**src/hw/rtl/ftg_pkg.sv**
```systemverilog
// Shared types, constants and coefficient tables of the gait trajectory generator.
package ftg_pkg;

   // Configuration port.
   localparam int CSR_DATA_W  = 32;
   localparam int CSR_INDEX_W = 3;

   localparam logic [CSR_INDEX_W-1:0] CSR_WALK_STEP    = 3'd0;
   localparam logic [CSR_INDEX_W-1:0] CSR_LEFT_OFFSET  = 3'd1;
   localparam logic [CSR_INDEX_W-1:0] CSR_AMP_OFFSET   = 3'd2;
   localparam logic [CSR_INDEX_W-1:0] CSR_HOMING_TICKS = 3'd3;
   localparam logic [CSR_INDEX_W-1:0] CSR_HOMING_STEP  = 3'd4;

   // Field widths.
   localparam int AMP_W   = 17;
   localparam int TICKS_W = 16;
   localparam int MRAD_W  = 12;

   // Shared multiplier operand and product widths.
   localparam int MUL_A_W = 33;
   localparam int MUL_B_W = 28;
   localparam int MUL_P_W = MUL_A_W + MUL_B_W;

   // Series accumulator in Q14 milli-degrees.
   localparam int ACC_W  = 34;
   localparam int Q14_W  = 15;
   localparam int SIN_W  = 16;
   localparam int COEF_W = 16;
   localparam int WGT_W  = 17;

   localparam logic [Q14_W-1:0] ONE_Q14  = 15'd16384;
   localparam logic [Q14_W-1:0] POLY_C0  = 15'd25733;
   localparam logic [Q14_W-1:0] POLY_C1  = 15'd10539;
   localparam logic [Q14_W-1:0] POLY_C2  = 15'd1191;

   localparam int A0_MDEG   = 40690;
   localparam int RAD_SHIFT = 46;
   localparam int RAD_M_W   = 15;
   localparam logic [26:0] RAD_K = 27'd74961321;
   localparam int SAT_MRAD  = 2000;
   localparam int RAMP_SHIFT = 15;

   localparam int MAX_HARMONICS = 6;
   localparam int HARM_W        = 3;

   // Cosine coefficients of harmonics one to six, in milli-degrees.
   function automatic logic signed [COEF_W-1:0] cos_coef(input logic [HARM_W-1:0] k);
      logic signed [COEF_W-1:0] c;
      case (k)
         3'd0:    c = 16'sd23220;
         3'd1:    c = -16'sd4487;
         3'd2:    c = 16'sd400;
         3'd3:    c = 16'sd705;
         3'd4:    c = 16'sd1078;
         3'd5:    c = -16'sd273;
         default: c = 16'sd0;
      endcase
      return c;
   endfunction

   // Sine coefficients of harmonics one to six, in milli-degrees.
   function automatic logic signed [COEF_W-1:0] sin_coef(input logic [HARM_W-1:0] k);
      logic signed [COEF_W-1:0] c;
      case (k)
         3'd0:    c = -16'sd8650;
         3'd1:    c = 16'sd3338;
         3'd2:    c = 16'sd1389;
         3'd3:    c = 16'sd799;
         3'd4:    c = 16'sd342;
         3'd5:    c = 16'sd67;
         default: c = 16'sd0;
      endcase
      return c;
   endfunction

   typedef enum logic {
      OP_GAIT = 1'b0,
      OP_HOME = 1'b1
   } eval_op_type;

   typedef struct packed {
      logic        start;
      eval_op_type op;
   } eval_ctl_type;

   typedef struct packed {
      logic busy;
      logic done;
   } eval_sts_type;

endpackage

```
**src/hw/rtl/ftg_mul.sv**
```systemverilog
// Shared signed multiplier with a registered product.
module ftg_mul
   import ftg_pkg::*;
(
   input  logic                      clock,
   input  logic signed [MUL_A_W-1:0] mul_a,
   input  logic signed [MUL_B_W-1:0] mul_b,
   output logic signed [MUL_P_W-1:0] product
);

   logic signed [MUL_P_W-1:0] product_ff;
   logic signed [MUL_P_W-1:0] product_in;

   assign product_in = MUL_P_W'(mul_a) * MUL_P_W'(mul_b);

   always_ff @(posedge clock) begin
      product_ff <= product_in;
   end

   assign product = product_ff;

endmodule

```
**src/hw/rtl/ftg_eval.sv**
```systemverilog
// Sequencer that evaluates the gait series or the homing ramp on the shared multiplier.
module ftg_eval
   import ftg_pkg::*;
#(
   parameter int PHASE_BITS      = 32,
   parameter int SINE_TABLE_BITS = 10,
   parameter int HARMONICS       = 6
) (
   input  logic                     clock,
   input  logic                     reset,
   input  eval_ctl_type             ctl,
   input  logic [PHASE_BITS-1:0]    phase,
   input  logic signed [MRAD_W-1:0] f_right,
   input  logic signed [MRAD_W-1:0] f_left,
   input  logic [AMP_W-1:0]         amp,
   output eval_sts_type             sts,
   output logic signed [MRAD_W-1:0] res_a,
   output logic signed [MRAD_W-1:0] res_b
);

   localparam int QBITS   = SINE_TABLE_BITS - 2;
   localparam int QN      = 1 << QBITS;
   localparam int X_SHIFT = 14 - QBITS;
   localparam logic signed [ACC_W-1:0] ACC_INIT = ACC_W'(A0_MDEG * 16384);

   typedef enum logic [11:0] {
      E_IDLE = 12'b000000000001,
      E_SQ   = 12'b000000000010,
      E_T1   = 12'b000000000100,
      E_T2   = 12'b000000001000,
      E_T3   = 12'b000000010000,
      E_CF   = 12'b000000100000,
      E_ACC  = 12'b000001000000,
      E_OFFS = 12'b000010000000,
      E_CV   = 12'b000100000000,
      E_FIN  = 12'b001000000000,
      E_RL   = 12'b010000000000,
      E_FH   = 12'b100000000000
   } eval_state_type;

   eval_state_type state_ff, state_in;
   logic                     done_ff, done_in;
   logic [PHASE_BITS-1:0]    ph_ff, ph_in;
   logic [PHASE_BITS-1:0]    p_ff, p_in;
   logic [HARM_W-1:0]        h_ff, h_in;
   logic                     sin_sel_ff, sin_sel_in;
   logic                     home_ff, home_in;
   logic signed [ACC_W-1:0]  acc_ff, acc_in;
   logic [Q14_W-1:0]         x_ff, x_in;
   logic [Q14_W-1:0]         x2_ff, x2_in;
   logic signed [WGT_W-1:0]  weight_ff, weight_in;
   logic signed [MRAD_W-1:0] f_r_ff, f_r_in;
   logic signed [MRAD_W-1:0] f_l_ff, f_l_in;
   logic                     neg_ff, neg_in;
   logic signed [MRAD_W-1:0] res_a_ff, res_a_in;
   logic signed [MRAD_W-1:0] res_b_ff, res_b_in;

   logic [SINE_TABLE_BITS-1:0] idx_base;
   logic [SINE_TABLE_BITS-1:0] idx;
   logic [1:0]                 quad;
   logic [QBITS-1:0]           rpos;
   logic [QBITS:0]             rr;
   logic [Q14_W-1:0]           x_val;
   logic [Q14_W-1:0]           prod_q14;
   logic [Q14_W-1:0]           sin_mag;
   logic signed [SIN_W-1:0]    sin_val;
   logic signed [WGT_W-1:0]    weight;
   logic signed [COEF_W-1:0]   coef;
   logic [ACC_W-1:0]           acc_mag;
   logic [RAD_M_W-1:0]         rad_m;
   logic [MRAD_W-1:0]          rad_sat;

   logic signed [MUL_A_W-1:0]  mul_a;
   logic signed [MUL_B_W-1:0]  mul_b;
   logic signed [MUL_P_W-1:0]  product;

   ftg_mul u_mul (
      .clock   (clock),
      .mul_a   (mul_a),
      .mul_b   (mul_b),
      .product (product)
   );

   // Truncation toward zero of a ramp product divided by two in Q14.
   function automatic logic signed [MRAD_W-1:0] ramp_out(input logic signed [MUL_P_W-1:0] p);
      logic [MUL_P_W-1:0] mag;
      logic [MRAD_W-1:0]  q;
      mag = p[MUL_P_W-1] ? MUL_P_W'(-p) : MUL_P_W'(p);
      q   = mag[RAMP_SHIFT +: MRAD_W];
      return p[MUL_P_W-1] ? $signed(-q) : $signed(q);
   endfunction

   // Table index of the current harmonic; cosine is a quarter turn on.
   assign idx_base = ph_ff[PHASE_BITS-1 -: SINE_TABLE_BITS];
   assign idx      = sin_sel_ff ? idx_base : idx_base + SINE_TABLE_BITS'(QN);
   assign quad     = idx[SINE_TABLE_BITS-1 -: 2];
   assign rpos     = idx[QBITS-1:0];
   assign rr       = quad[0] ? (QBITS+1)'(QN) - {1'b0, rpos} : {1'b0, rpos};
   assign x_val    = Q14_W'(rr) << X_SHIFT;

   assign prod_q14 = product[14 +: Q14_W];
   assign sin_mag  = (prod_q14 > ONE_Q14) ? ONE_Q14 : prod_q14;
   assign sin_val  = quad[1] ? -$signed({1'b0, sin_mag}) : $signed({1'b0, sin_mag});
   assign weight   = $signed(WGT_W'(ONE_Q14)) - WGT_W'(sin_val);
   assign coef     = sin_sel_ff ? sin_coef(h_ff) : cos_coef(h_ff);
   assign acc_mag  = acc_ff[ACC_W-1] ? ACC_W'(-acc_ff) : ACC_W'(acc_ff);

   assign rad_m    = product[RAD_SHIFT +: RAD_M_W];
   assign rad_sat  = (rad_m > RAD_M_W'(SAT_MRAD)) ? MRAD_W'(SAT_MRAD) : rad_m[MRAD_W-1:0];

   // Operand selection of the shared multiplier.
   always_comb begin
      mul_a = '0;
      mul_b = '0;
      case (state_ff)
         E_SQ: begin
            mul_a = $signed(MUL_A_W'(x_val));
            mul_b = $signed(MUL_B_W'(x_val));
         end
         E_T1: begin
            mul_a = $signed(MUL_A_W'(prod_q14));
            mul_b = $signed(MUL_B_W'(POLY_C2));
         end
         E_T2: begin
            mul_a = $signed(MUL_A_W'(x2_ff));
            mul_b = $signed(MUL_B_W'(POLY_C1 - prod_q14));
         end
         E_T3: begin
            mul_a = $signed(MUL_A_W'(x_ff));
            mul_b = $signed(MUL_B_W'(POLY_C0 - prod_q14));
         end
         E_CF: begin
            if (home_ff) begin
               mul_a = MUL_A_W'(f_r_ff);
               mul_b = MUL_B_W'(weight);
            end else begin
               mul_a = MUL_A_W'(coef);
               mul_b = MUL_B_W'(sin_val);
            end
         end
         E_CV: begin
            mul_a = $signed(acc_mag[MUL_A_W-1:0]);
            mul_b = $signed(MUL_B_W'(RAD_K));
         end
         E_RL: begin
            mul_a = MUL_A_W'(f_l_ff);
            mul_b = MUL_B_W'(weight_ff);
         end
         default: begin
            mul_a = '0;
            mul_b = '0;
         end
      endcase
   end

   always_comb begin
      state_in   = state_ff;
      done_in    = 1'b0;
      ph_in      = ph_ff;
      p_in       = p_ff;
      h_in       = h_ff;
      sin_sel_in = sin_sel_ff;
      home_in    = home_ff;
      acc_in     = acc_ff;
      x_in       = x_ff;
      x2_in      = x2_ff;
      weight_in  = weight_ff;
      f_r_in     = f_r_ff;
      f_l_in     = f_l_ff;
      neg_in     = neg_ff;
      res_a_in   = res_a_ff;
      res_b_in   = res_b_ff;
      if (ctl.start) begin
         // A start always wins, so that a register write can restart the series.
         state_in   = E_SQ;
         ph_in      = phase;
         p_in       = phase;
         h_in       = '0;
         sin_sel_in = 1'b0;
         home_in    = (ctl.op == OP_HOME);
         acc_in     = ACC_INIT;
         f_r_in     = f_right;
         f_l_in     = f_left;
      end else begin
         case (state_ff)
            E_IDLE: state_in = E_IDLE;
            E_SQ: begin
               x_in     = x_val;
               state_in = E_T1;
            end
            E_T1: begin
               x2_in    = prod_q14;
               state_in = E_T2;
            end
            E_T2: state_in = E_T3;
            E_T3: state_in = E_CF;
            E_CF: begin
               weight_in = weight;
               state_in  = home_ff ? E_RL : E_ACC;
            end
            E_ACC: begin
               acc_in = acc_ff + $signed(product[ACC_W-1:0]);
               if (!sin_sel_ff) begin
                  sin_sel_in = 1'b1;
                  state_in   = E_SQ;
               end else if (h_ff == HARM_W'(HARMONICS - 1)) begin
                  state_in = E_OFFS;
               end else begin
                  h_in       = h_ff + 1'b1;
                  ph_in      = ph_ff + p_ff;
                  sin_sel_in = 1'b0;
                  state_in   = E_SQ;
               end
            end
            E_OFFS: begin
               acc_in   = $signed(acc_ff - (ACC_W'(amp) << 14));
               state_in = E_CV;
            end
            E_CV: begin
               neg_in   = acc_ff[ACC_W-1];
               state_in = E_FIN;
            end
            E_FIN: begin
               res_a_in = neg_ff ? $signed(-rad_sat) : $signed(rad_sat);
               done_in  = 1'b1;
               state_in = E_IDLE;
            end
            E_RL: begin
               res_a_in = ramp_out(product);
               state_in = E_FH;
            end
            E_FH: begin
               res_b_in = ramp_out(product);
               done_in  = 1'b1;
               state_in = E_IDLE;
            end
            default: state_in = E_IDLE;
         endcase
      end
   end

   always_ff @(posedge clock) begin
      if (reset) begin
         state_ff <= E_IDLE;
         done_ff  <= 1'b0;
      end else begin
         state_ff <= state_in;
         done_ff  <= done_in;
      end
   end

   always_ff @(posedge clock) begin
      ph_ff      <= ph_in;
      p_ff       <= p_in;
      h_ff       <= h_in;
      sin_sel_ff <= sin_sel_in;
      home_ff    <= home_in;
      acc_ff     <= acc_in;
      x_ff       <= x_in;
      x2_ff      <= x2_in;
      weight_ff  <= weight_in;
      f_r_ff     <= f_r_in;
      f_l_ff     <= f_l_in;
      neg_ff     <= neg_in;
      res_a_ff   <= res_a_in;
      res_b_ff   <= res_b_in;
   end

   assign sts.busy = (state_ff != E_IDLE);
   assign sts.done = done_ff;
   assign res_a    = res_a_ff;
   assign res_b    = res_b_ff;

endmodule

```
**src/hw/rtl/fourier_trajectory_generator_unit.sv**
```systemverilog
// Top level of the Fourier-series gait trajectory generator for two joints.
//
// Each transfer on the req_ channel is one control tick; bit 0 of req_tdata is the
// run flag. Each tick gives exactly one transfer on the rsp_ channel carrying the right
// and left setpoints in milliradians, with rsp_tuser high while the homing ramp is output.
// Configuration is written through csr_we, csr_index and csr_wdata, one register per cycle.
//
// All arithmetic runs through one shared multiplier under a small sequencer, so the block
// takes one tick at a time. Each sine or cosine term runs the squaring, the polynomial and
// the coefficient product through the multiplier and is then accumulated, two terms per
// harmonic; a walking tick evaluates two series, one per joint, a homing tick one ramp pass
// for both joints and a hold tick none. The result sits in an output register, so the
// next tick may be taken while it still waits; a stalled receiver only delays the end of
// the following tick.
//
// After reset, and after every write to a defined register, the homing targets are worked
// out again from the gait at phase zero and at minus the left offset: req_tready stays low
// meanwhile. Reset is synchronous and clears the control, configuration and trajectory state.
module fourier_trajectory_generator_unit
   import ftg_pkg::*;
#(
   parameter int PHASE_BITS      = 32,
   parameter int SINE_TABLE_BITS = 10,
   parameter int HARMONICS       = 6
) (
   input  logic                   clock,
   input  logic                   reset,
   // Tick channel. req_tdata, from bit 0: run (1), zero padding (7).
   input  logic                   req_tvalid,
   output logic                   req_tready,
   input  logic [7:0]             req_tdata,
   // Result channel. rsp_tdata, from bit 0: right_mrad (12), left_mrad (12).
   output logic                   rsp_tvalid,
   input  logic                   rsp_tready,
   output logic [23:0]            rsp_tdata,
   // rsp_tuser, from bit 0: homing (1).
   output logic                   rsp_tuser,
   // Configuration write port.
   input  logic                   csr_we,
   input  logic [CSR_INDEX_W-1:0] csr_index,
   input  logic [CSR_DATA_W-1:0]  csr_wdata
);

   typedef enum logic [8:0] {
      T_INIT_R  = 9'b000000001,
      T_INIT_RW = 9'b000000010,
      T_INIT_L  = 9'b000000100,
      T_INIT_LW = 9'b000001000,
      T_IDLE    = 9'b000010000,
      T_HOME    = 9'b000100000,
      T_WALK_R  = 9'b001000000,
      T_WALK_L  = 9'b010000000,
      T_PUSH    = 9'b100000000
   } top_state_type;

   top_state_type state_ff, state_in;

   // Configuration registers.
   logic [PHASE_BITS-1:0] walk_step_ff, walk_step_in;
   logic [PHASE_BITS-1:0] left_off_ff, left_off_in;
   logic [AMP_W-1:0]      amp_ff, amp_in;
   logic [TICKS_W-1:0]    homing_ticks_ff, homing_ticks_in;
   logic [PHASE_BITS-1:0] homing_step_ff, homing_step_in;

   // Trajectory state.
   logic [TICKS_W-1:0]       tick_count_ff, tick_count_in;
   logic [PHASE_BITS-1:0]    gait_phase_ff, gait_phase_in;
   logic [PHASE_BITS-1:0]    homing_phase_ff, homing_phase_in;
   logic signed [MRAD_W-1:0] last_r_ff, last_r_in;
   logic signed [MRAD_W-1:0] last_l_ff, last_l_in;
   logic signed [MRAD_W-1:0] target_r_ff, target_r_in;
   logic signed [MRAD_W-1:0] target_l_ff, target_l_in;

   // Finished result waiting for the output register, and the output register itself.
   logic signed [MRAD_W-1:0] pend_r_ff, pend_r_in;
   logic signed [MRAD_W-1:0] pend_l_ff, pend_l_in;
   logic                     pend_hom_ff, pend_hom_in;
   logic                     rsp_valid_ff, rsp_valid_in;
   logic [MRAD_W-1:0]        rsp_r_ff, rsp_r_in;
   logic [MRAD_W-1:0]        rsp_l_ff, rsp_l_in;
   logic                     rsp_hom_ff, rsp_hom_in;

   logic                     req_fire;
   logic                     homing_now;
   logic                     csr_hit;
   logic                     load_out;

   eval_ctl_type             eval_ctl;
   eval_sts_type             eval_sts;
   logic [PHASE_BITS-1:0]    eval_phase;
   logic signed [MRAD_W-1:0] eval_res_a;
   logic signed [MRAD_W-1:0] eval_res_b;

   ftg_eval #(
      .PHASE_BITS      (PHASE_BITS),
      .SINE_TABLE_BITS (SINE_TABLE_BITS),
      .HARMONICS       (HARMONICS)
   ) u_eval (
      .clock   (clock),
      .reset   (reset),
      .ctl     (eval_ctl),
      .phase   (eval_phase),
      .f_right (target_r_ff),
      .f_left  (target_l_ff),
      .amp     (amp_ff),
      .sts     (eval_sts),
      .res_a   (eval_res_a),
      .res_b   (eval_res_b)
   );

   assign req_tready = (state_ff == T_IDLE);
   assign req_fire   = req_tvalid && req_tready;
   assign homing_now = (tick_count_ff < homing_ticks_ff);
   assign load_out   = (state_ff == T_PUSH) && (!rsp_valid_ff || rsp_tready);

   // Launch of series evaluations. The left joint uses the phase lagged by the offset.
   always_comb begin
      eval_ctl.start = 1'b0;
      eval_ctl.op    = OP_GAIT;
      eval_phase     = '0;
      case (state_ff)
         T_INIT_R: begin
            eval_ctl.start = 1'b1;
         end
         T_INIT_L: begin
            eval_ctl.start = 1'b1;
            eval_phase     = '0 - left_off_ff;
         end
         T_IDLE: begin
            if (req_fire) begin
               if (homing_now) begin
                  eval_ctl.start = 1'b1;
                  eval_ctl.op    = OP_HOME;
                  eval_phase     = homing_phase_ff;
               end else if (req_tdata[0]) begin
                  eval_ctl.start = 1'b1;
                  eval_phase     = gait_phase_ff;
               end
            end
         end
         T_WALK_R: begin
            if (eval_sts.done) begin
               eval_ctl.start = 1'b1;
               eval_phase     = gait_phase_ff - left_off_ff;
            end
         end
         default: begin
            eval_ctl.start = 1'b0;
         end
      endcase
   end

   always_comb begin
      state_in        = state_ff;
      walk_step_in    = walk_step_ff;
      left_off_in     = left_off_ff;
      amp_in          = amp_ff;
      homing_ticks_in = homing_ticks_ff;
      homing_step_in  = homing_step_ff;
      tick_count_in   = tick_count_ff;
      gait_phase_in   = gait_phase_ff;
      homing_phase_in = homing_phase_ff;
      last_r_in       = last_r_ff;
      last_l_in       = last_l_ff;
      target_r_in     = target_r_ff;
      target_l_in     = target_l_ff;
      pend_r_in       = pend_r_ff;
      pend_l_in       = pend_l_ff;
      pend_hom_in     = pend_hom_ff;
      rsp_r_in        = rsp_r_ff;
      rsp_l_in        = rsp_l_ff;
      rsp_hom_in      = rsp_hom_ff;
      rsp_valid_in    = rsp_valid_ff && !rsp_tready;
      csr_hit         = 1'b0;

      case (state_ff)
         T_INIT_R:  state_in = T_INIT_RW;
         T_INIT_RW: begin
            if (eval_sts.done) begin
               target_r_in = eval_res_a;
               state_in    = T_INIT_L;
            end
         end
         T_INIT_L:  state_in = T_INIT_LW;
         T_INIT_LW: begin
            if (eval_sts.done) begin
               target_l_in = -eval_res_a;
               state_in    = T_IDLE;
            end
         end
         T_IDLE: begin
            if (req_fire) begin
               if (homing_now) begin
                  state_in = T_HOME;
               end else if (req_tdata[0]) begin
                  state_in = T_WALK_R;
               end else begin
                  // A hold tick repeats the last walking setpoints.
                  pend_r_in   = last_r_ff;
                  pend_l_in   = last_l_ff;
                  pend_hom_in = 1'b0;
                  state_in    = T_PUSH;
               end
            end
         end
         T_HOME: begin
            if (eval_sts.done) begin
               pend_r_in       = eval_res_a;
               pend_l_in       = eval_res_b;
               pend_hom_in     = 1'b1;
               homing_phase_in = homing_phase_ff + homing_step_ff;
               tick_count_in   = tick_count_ff + 1'b1;
               state_in        = T_PUSH;
            end
         end
         T_WALK_R: begin
            if (eval_sts.done) begin
               pend_r_in = eval_res_a;
               state_in  = T_WALK_L;
            end
         end
         T_WALK_L: begin
            if (eval_sts.done) begin
               pend_l_in     = -eval_res_a;
               pend_hom_in   = 1'b0;
               last_r_in     = pend_r_ff;
               last_l_in     = -eval_res_a;
               gait_phase_in = gait_phase_ff + walk_step_ff;
               state_in      = T_PUSH;
            end
         end
         T_PUSH: begin
            if (load_out) begin
               rsp_r_in     = pend_r_ff;
               rsp_l_in     = pend_l_ff;
               rsp_hom_in   = pend_hom_ff;
               rsp_valid_in = 1'b1;
               state_in     = T_IDLE;
            end
         end
         default: state_in = T_INIT_R;
      endcase

      if (csr_we) begin
         case (csr_index)
            CSR_WALK_STEP: begin
               walk_step_in = csr_wdata[PHASE_BITS-1:0];
               csr_hit      = 1'b1;
            end
            CSR_LEFT_OFFSET: begin
               left_off_in = csr_wdata[PHASE_BITS-1:0];
               csr_hit     = 1'b1;
            end
            CSR_AMP_OFFSET: begin
               amp_in  = csr_wdata[AMP_W-1:0];
               csr_hit = 1'b1;
            end
            CSR_HOMING_TICKS: begin
               homing_ticks_in = csr_wdata[TICKS_W-1:0];
               csr_hit         = 1'b1;
            end
            CSR_HOMING_STEP: begin
               homing_step_in = csr_wdata[PHASE_BITS-1:0];
               csr_hit        = 1'b1;
            end
            default: csr_hit = 1'b0;
         endcase
      end

      // Any defined register write makes the homing targets stale, so they are redone.
      if (csr_hit) begin
         state_in = T_INIT_R;
      end
   end

   always_ff @(posedge clock) begin
      if (reset) begin
         state_ff        <= T_INIT_R;
         walk_step_ff    <= PHASE_BITS'(32'd546852);
         left_off_ff     <= PHASE_BITS'(32'd2147483648);
         amp_ff          <= AMP_W'(23000);
         homing_ticks_ff <= TICKS_W'(5001);
         homing_step_ff  <= PHASE_BITS'(32'd429497);
         tick_count_ff   <= '0;
         gait_phase_ff   <= '0;
         homing_phase_ff <= '0;
         last_r_ff       <= '0;
         last_l_ff       <= '0;
         rsp_valid_ff    <= 1'b0;
      end else begin
         state_ff        <= state_in;
         walk_step_ff    <= walk_step_in;
         left_off_ff     <= left_off_in;
         amp_ff          <= amp_in;
         homing_ticks_ff <= homing_ticks_in;
         homing_step_ff  <= homing_step_in;
         tick_count_ff   <= tick_count_in;
         gait_phase_ff   <= gait_phase_in;
         homing_phase_ff <= homing_phase_in;
         last_r_ff       <= last_r_in;
         last_l_ff       <= last_l_in;
         rsp_valid_ff    <= rsp_valid_in;
      end
   end

   // The homing targets are always rebuilt before the first tick is taken.
   always_ff @(posedge clock) begin
      target_r_ff <= target_r_in;
      target_l_ff <= target_l_in;
      pend_r_ff   <= pend_r_in;
      pend_l_ff   <= pend_l_in;
      pend_hom_ff <= pend_hom_in;
      rsp_r_ff    <= rsp_r_in;
      rsp_l_ff    <= rsp_l_in;
      rsp_hom_ff  <= rsp_hom_in;
   end

   assign rsp_tvalid = rsp_valid_ff;
   assign rsp_tdata  = {rsp_l_ff, rsp_r_ff};
   assign rsp_tuser  = rsp_hom_ff;

   // Once a tick is taken, no further tick is taken until its result has been formed.
   a_one_tick: assert property (@(posedge clock) disable iff (reset)
      req_fire |=> !req_tready)
      else $error("tick taken while the previous tick was still being worked on");

   // The sequencer only reports a finished series to a state that is waiting for one.
   a_done_expected: assert property (@(posedge clock) disable iff (reset)
      eval_sts.done |-> (state_ff == T_INIT_R || state_ff == T_INIT_RW ||
                         state_ff == T_INIT_LW || state_ff == T_HOME ||
                         state_ff == T_WALK_R || state_ff == T_WALK_L))
      else $error("series result arrived with no evaluation outstanding");

   // A launched evaluation must leave the idle state of the sequencer.
   a_start_busy: assert property (@(posedge clock) disable iff (reset)
      eval_ctl.start |=> eval_sts.busy)
      else $error("series evaluation did not start");

   // Both setpoints leave the block saturated.
   a_out_range: assert property (@(posedge clock) disable iff (reset)
      rsp_valid_ff |-> ($signed(rsp_r_ff) <= 12'sd2000 && $signed(rsp_r_ff) >= -12'sd2000 &&
                        $signed(rsp_l_ff) <= 12'sd2000 && $signed(rsp_l_ff) >= -12'sd2000))
      else $error("setpoint outside the saturation limits");

endmodule

```
**config.mk**
```make
export PLATFORM = sky130hd
export DESIGN_NAME = fourier_trajectory_generator_unit
export DESIGN_NICKNAME = d
export VERILOG_FILES = /design/src/hw/rtl/ftg_pkg.sv /design/src/hw/rtl/ftg_mul.sv /design/src/hw/rtl/ftg_eval.sv /design/src/hw/rtl/fourier_trajectory_generator_unit.sv
export SDC_FILE = /design/constraint.sdc
export NUM_CORES = 2
export LEC_CHECK = 0
export ABC_AREA = 1
export BUFFER_PORTS_ARGS = -buffer_cell sky130_fd_sc_hd__clkbuf_2
export CAP_MARGIN = 5
export CORE_MARGIN = 8
export CORE_UTILIZATION = 40
export DETAILED_ROUTE_END_ITERATION = 12
export PLACE_DENSITY_LB_ADDON = 0.25
export SYNTH_ARGS = -nofsm -noshare
export SYNTH_HDL_FRONTEND = slang
export SYNTH_SLANG_ARGS = --single-unit
```
**constraint.sdc**
```tcl
create_clock -name clock -period 12.8 [get_ports clock]
set_input_delay 0 -clock clock [delete_from_list [all_inputs] [get_ports clock]]
set_output_delay 0 -clock clock [all_outputs]
set_load 0.03 [all_outputs]
```
# Yosys cells after proc, flatten, opt, wreduce, memory -nomap -nowiden
# Index checks and enable logic that the tools add are counted.
[totals] regBits=584 in_bits=48 output_inout_bits=27
[classes] addsub=20 mul=1 magnitude_cmp=3 eq_ne=41 muxes=71 n_bitwise=2 n_reduce_logical=43
[ops] op="$mux 32" count=8
[ops] op="$pmux 33 s7" count=1
[ops] op="$pmux 28 s7" count=1
[ops] op="$pmux 16 s6" count=2
[ops] op="$mux 12" count=13
[ops] op="$pmux 12 s9" count=1
[ops] op="$add 32x32->32" count=3
[ops] op="$pmux 32 s3" count=1
[ops] op="$mux 9" count=9
[ops] op="$pmux 9 s8" count=1
[ops] op="$pmux 34 s2" count=1
[ops] op="$mux 33" count=2
[ops] op="$mul 33x28->61" count=1
[ops] op="$pmux 12 s2" count=2
[ops] op="$neg 12->12" count=3
[ops] op="$pmux 12 s3" count=1
[ops] op="$add 34x34->34" count=1
[ops] op="$reduce_and 2->1" count=17
[ops] op="$sub 34x31->34" count=1
[ops] op="$neg 33->33" count=1
[ops] op="$mux 16" count=2
[ops] op="$sub 1x32->32 const A" count=1
[ops] op="$sub 32x32->32" count=1
[ops] op="$mux 28" count=1
[ops] op="other kinds (57)" count=106

# Depth between registers and ports, before layout
[logic_depth] word_depth=8 depth_mapped=56 mapped_depth_nobuf=55

# Hierarchy
# From an unflattened synthesis, not the netlist that was laid out.
[hier_totals] cells_unflattened=10338 hier_area_um2=74378.8
[modules_own_cells] mod="ftg_mul" n_inst=1 cells_per_inst=4715 area_per_inst_um2=36580.1 seq_area_each_um2=1221.2
[modules_own_cells] mod="fourier_trajectory_generator_unit" n_inst=1 cells_per_inst=3298 area_per_inst_um2=21082.7 seq_area_each_um2=7086.8
[modules_own_cells] mod="ftg_eval" n_inst=1 cells_per_inst=2325 area_per_inst_um2=16716.0 seq_area_each_um2=5675.4

# Worst setup path before layout
# Ideal clock, no wire load.
[synth_path] path_type="register to register" start="register u_eval.u_mul.product_ff[16], in the netlist u_eval.u_mul.product[16]" end="register u_eval.u_mul.product_ff[58], in the netlist u_eval.u_mul.product[58]" setup_ps=123 arrival_ps=9118 required_time_ps=12677 path_slack_ps=3558 path_stages_with_launch=39 path_buffers=1 period_less_slack_ps=9242 cell_sequence="dfxtp_1 > inv_2 > ha_1 > nand2_1 > nor2_2 > a21oi_4 > nor2_1 > inv_1 > ha_1 > o211ai_1 > nand2_1 > xor2_1 > inv_1 > nand2_1 > nand2_1 > inv_1 > nor2_1 > buf_2 > [3 not listed] > fa_1 > inv_1 > fa_1 > inv_1 > fa_1 > fa_1 > ha_1 > ha_1 > nand2_1 > nor2_1 > nand2_1 > nor4b_1 > nand3_1 > o2111ai_1 > nand2_1 > o211ai_1 > a21oi_1 > xor2_1"
[synth_between] elab_chain_len=8 elab_cells_between_ends=11 classes_between="4 x add/sub; 1 x mul; 1 x order compare; 5 x mux"
[synth_lines] element="from (decl)" line_no="ftg_mul.sv:11" source="logic signed [MUL_P_W-1:0] product_ff;"
[synth_lines] element="from (signal assigned)" line_no="ftg_mul.sv:17" source="product_ff <= product_in;"
[synth_lines] element="$gt 15x15->1 *" line_no="ftg_eval.sv:102" source="assign sin_mag = (prod_q14 > ONE_Q14) ? ONE_Q14 : prod_q14;"
[synth_lines] element="$mux 15 *" line_no="ftg_eval.sv:102"
[synth_lines] element="net u_eval.sin_mag[0]" line_no="ftg_eval.sv:65" source="logic [Q14_W-1:0] sin_mag;"
[synth_lines] element="$neg 15->16" line_no="ftg_eval.sv:103" source="assign sin_val = quad[1] ? -$signed({1'b0, sin_mag}) : $signed({1'b0, sin_mag});"
[synth_lines] element="$mux 16 *" line_no="ftg_eval.sv:103"
[synth_lines] element="$sub 16x16->17 *" line_no="ftg_eval.sv:104" source="assign weight = $signed(WGT_W'(ONE_Q14)) - WGT_W'(sin_val);"
[synth_lines] element="net u_eval.weight[2]" line_no="ftg_eval.sv:67" source="logic signed [WGT_W-1:0] weight;"
[synth_lines] element="$mux 28 *" line_no="ftg_eval.sv:133" source="if (home_ff) begin"
[synth_lines] element="$pmux 28 s7 *" line_no="ftg_eval.sv:115" source="case (state_ff)"
[synth_lines] element="$mul 33x28->61 *" line_no="ftg_mul.sv:14" source="assign product_in = MUL_P_W'(mul_a) * MUL_P_W'(mul_b);"
[synth_lines] element="net u_eval.u_mul.product_in[58]" line_no="ftg_mul.sv:12" source="logic signed [MUL_P_W-1:0] product_in;"
# Mark *: on every way through the listed nets, which the timed path passes. The rest lies on a longest branch.
# A chain may end at the register's enable or synchronous reset.

# Worst setup path in the final report
[layout_path] start="register u_eval.u_mul.product_ff[17], in the netlist u_eval.u_mul.product[17]" end="register u_eval.u_mul.product_ff[60], in the netlist u_eval.u_mul.product[60]"
# Same word-level chain as after synthesis.

==> key figures <==
Finish
  • Filler instances: approximately 16000
  • Area Overhead vs Synth: 8.35%
  • Diodes inserted: 0
  • Reg area: 13700 sq um
  • Post-layout nets: between 9000 and 10000
  • Commonest non-fill, non-tap cell in the layout: inv_1
  • Commonest non-fill, non-tap cells in the layout: inv_1, nand2_1, fa_1
  • Design Area, Final: 71300 sq um
  • Share of layout cells above drive strength 1: 0.0524
  • Area of the multi-input gates: around 45000 sq um

Synth
  • Syn Std Cell Area: between 60000 and 70000 sq um
  • Post-Syn Instances: between 8000 and 9000
  • FFs w/ async S/R, synth: 0
  • Ys Warns: 0
  • Largest cells by area after synthesis: fa_1, edfxtp_1, dfxtp_1, inv_1, ha_1
  • Largest area contributor in the netlist: fa_1
  • Post-synth EDFFs: ~230
  • #FFs+latches synth: around 570
  • Syn Area/Cell: about 8 sq um
  • Ys flop type: dfxtp_1
  • Syn nets: approximately 9500
  • Synth top area share: 0.280
  • Synth cell types: 73
  • Seq/Total Area, Yosys: 0.209

Die
  • Core Area: 164000 sq um
  • Boundary pin count: 75
  • Chip width: 422 um
  • Row Count: ~150
  • Die area: roughly 180000 sq um
  • Die Height: about 420 um
  • Starting density of the core: 0.401

Routing
  • Routed Antenna Nets: 0
  • Vias after detailed routing: 54800
  • Total wire length: 211000 um
  • WL/cell: between 20 and 25 um
  • DR iter-0 viols: ~4300
  • # DRC: 0
  • Number of vias per cell: about 5.3
  • Drt pass-1 iters: 8

Setup path
  • Cell repeated most along the worst path: inv_1
  • Crit path required time: 13410 ps
  • Worst Path Arrival: approximately 12000 ps
  • Slowest cell on the critical path: fa_1
  • CP peak stage delay: 730 ps
  • Critical Path Source Type: register
  • Flop2flop setup slack: ~1100 ps
  • Critical path class: reg -> reg
  • Worst-path maximum fanout: 10
  • Endpoint type of the worst setup path: register

Timing
  • Final setup viols: 0
  • Hold Fails Final Rpt: 0
  • Unrepaired setup endpoints after global routing: no
  • Worst Tran Pin Value: ~1200 ps
  • Tmin final: about 12000 ps
  • Fmax achieved: roughly 0.086 GHz
  • Tcrit/Tclk final: 0.913
  • Final count of pins violating max slew: 0
  • Slew margin rel.: 0.166
  • Final setup skew: ~37 ps
  • Setup TNS: 0 ps

Clocking
  • Clock sink count: around 570
  • H-tree depth: 2
  • Clk Tree Root Cell: clkbuf_16
  • Cts bufs inserted: between 50 and 60
  • CTS tree: yes
  • Worst-Skew Late Latency: approximately 690 ps
  • CTS Buffer Depth: 3
  • Clk pin slew, worst setup/hold paths: approximately 70 ps

Placed design
  • Port bufs: 67
  • Placed Area: between 60000 and 70000 sq um
  • GP Congestion: 0.935
  • Hpwl dp: ~170000 um

Job
  • Max_cap viols: 0

Pwr
  • Pwr dens: 78.2 nW/um^2
  • Maximum VDD drop: between 0.0001 and 0.00015 V
  • Lkg Pwr: 35.9 nW

Global routing
  • Initial antenna violation count: 1
  • Vias in the first global route: 55200
  • GRT Util Overall: 0.233
  • Remaining Overflow, GRT: 0
  • First-pass GRT wire length: between 300000 and 400000 um
  • Largest net degree at the start of global routing: 76

Run status
  • Status: completed

Hold path
  • Hold Crit Class: in -> reg
[routing by layer]
metal  part of all wire  vias to the layer above  global-route usage  wire length, um
met1               0.43                    27100               0.314            91300
met4              0.049                        4              0.0926            10300
li1                   -                    25600                   -                -
met2               0.46                     1641               0.384            97900
met5            0.00013                        -                   0               27
met3              0.054                      408              0.0264            11400
[worst max-delay path, delay by kind of cell, from the launching register on]
kind                       cells  cell delay (ps)
AOI/OAI and AO/OA              7             1480
and+or+nand+nor               12             1760
buffers and inverters         12             2040
xor gates and xnor gates       2              400
adders and majority gates     11             5280
DFF                            1              640
[Yosys cell counts, types with 10 or more instances]
| cell type | number |
|---|---|
| nor4_1 | 34 |
| o21ai_0 | 488 |
| nor3_1 | 109 |
| a221oi_1 | 17 |
| a21oi_1 | 581 |
| nand2_2 | 16 |
| o31ai_1 | 11 |
| o2111ai_1 | 15 |
| xor2_1 | 163 |
| nand4_1 | 67 |
| edfxtp_1 | 229 |
| fa_1 | 922 |
| o21ai_1 | 15 |
| inv_1 | 1699 |
| a211oi_1 | 25 |
| a31oi_1 | 35 |
| or2_2 | 35 |
| buf_2 | 37 |
| nor2_1 | 763 |
| nand2_1 | 1288 |
| o21bai_1 | 25 |
| clkinv_1 | 12 |
| xnor2_1 | 59 |
| buf_4 | 10 |
| a31o_2 | 10 |
| o221ai_1 | 13 |
| inv_2 | 49 |
| buf_1 | 17 |
| a21o_1 | 24 |
| nand3_1 | 248 |
| clkbuf_1 | 145 |
| o21a_1 | 24 |
| dfxtp_1 | 343 |
| ha_1 | 427 |
| o211ai_1 | 53 |
[flip-flops by register name, indices dropped and copies added (netlist names), 15 cells and up]
signal                flops
u_eval.u_mul.product     49
homing_step_ff           32
u_eval.p_ff              32
u_eval.x2_ff             15
u_eval.weight_ff         17
gait_phase_ff            32
homing_phase_ff          32
tick_count_ff            16
homing_ticks_ff          16
left_off_ff              32
u_eval.acc_ff            34
u_eval.ph_ff             32
walk_step_ff             32
amp_ff                   17
[logic make-up after synthesis]
family / after synthesis / synth area share
and+or+nand+nor: 2613 / 0.166
buffers and inverters: 1977 / 0.115
AOI/OAI and AO/OA: 1389 / 0.118
adders and majority gates: 1349 / 0.362
DFF: 572 / 0.209
xor gates and xnor gates: 225 / 0.0305
muxes: 1 / 0.000152
[metrics by stage]
step	util	setup slack [ps]	instances	power, mW	hold slack [ps]
floorplan	-	3560	8126	3.18	126
global placement	0.419	1510	10300	3.63	299
detailed placement	0.419	1310	10300	3.65	293
CTS	0.434	1260	10400	5.59	64.8
global route	0.434	387	10400	5.84	142
finish	0.434	1110	10400	5.58	88.3
[final timing paths]
| path | end | cells after the start | start |
|---|---|---|---|
| worst max-delay path | u_eval.u_mul.product[60] | 44 | u_eval.u_mul.product[17] |
| worst min-delay path | state_ff[6] | 6 | req_tdata[0] |
| worst min register to register | u_eval.f_r_ff[9] | 0 | target_r_ff[9] |
| worst max register to register | u_eval.u_mul.product[60] | 44 | u_eval.u_mul.product[17] |
[power by group]
| group | leakage (nW) | switching (mW) | internal [mW] |
|---|---|---|---|
| Sequential | 5.03 | 0.101 | 2.06 |
| Clock | 1.05 | 0.833 | 1.10 |
| Combinational | 29.8 | 1.03 | 0.459 |
| Total | 35.9 | 1.96 | 3.61 |
[layout make-up]
cell class | instances | share of cell area
Clock buffer | 78 | 0.0242
Clock inverter | 34 | 0.00595
Inverter | 1761 | 0.0928
Multi-Input combinational cell | 5577 | 0.626
Sequential cell | 572 | 0.193
Tap cell | 2189 | 0.0384
Timing Repair Buffer | 201 | 0.0204
[what timing repair did]
action                    4_1_cts  5_1_grt
setup buffers                   0        0
hold buffers                   41        0
resized for setup               0        0
hold endpoints to repair      164        0
No activity file was read; power rests on OpenSTA's default activity.
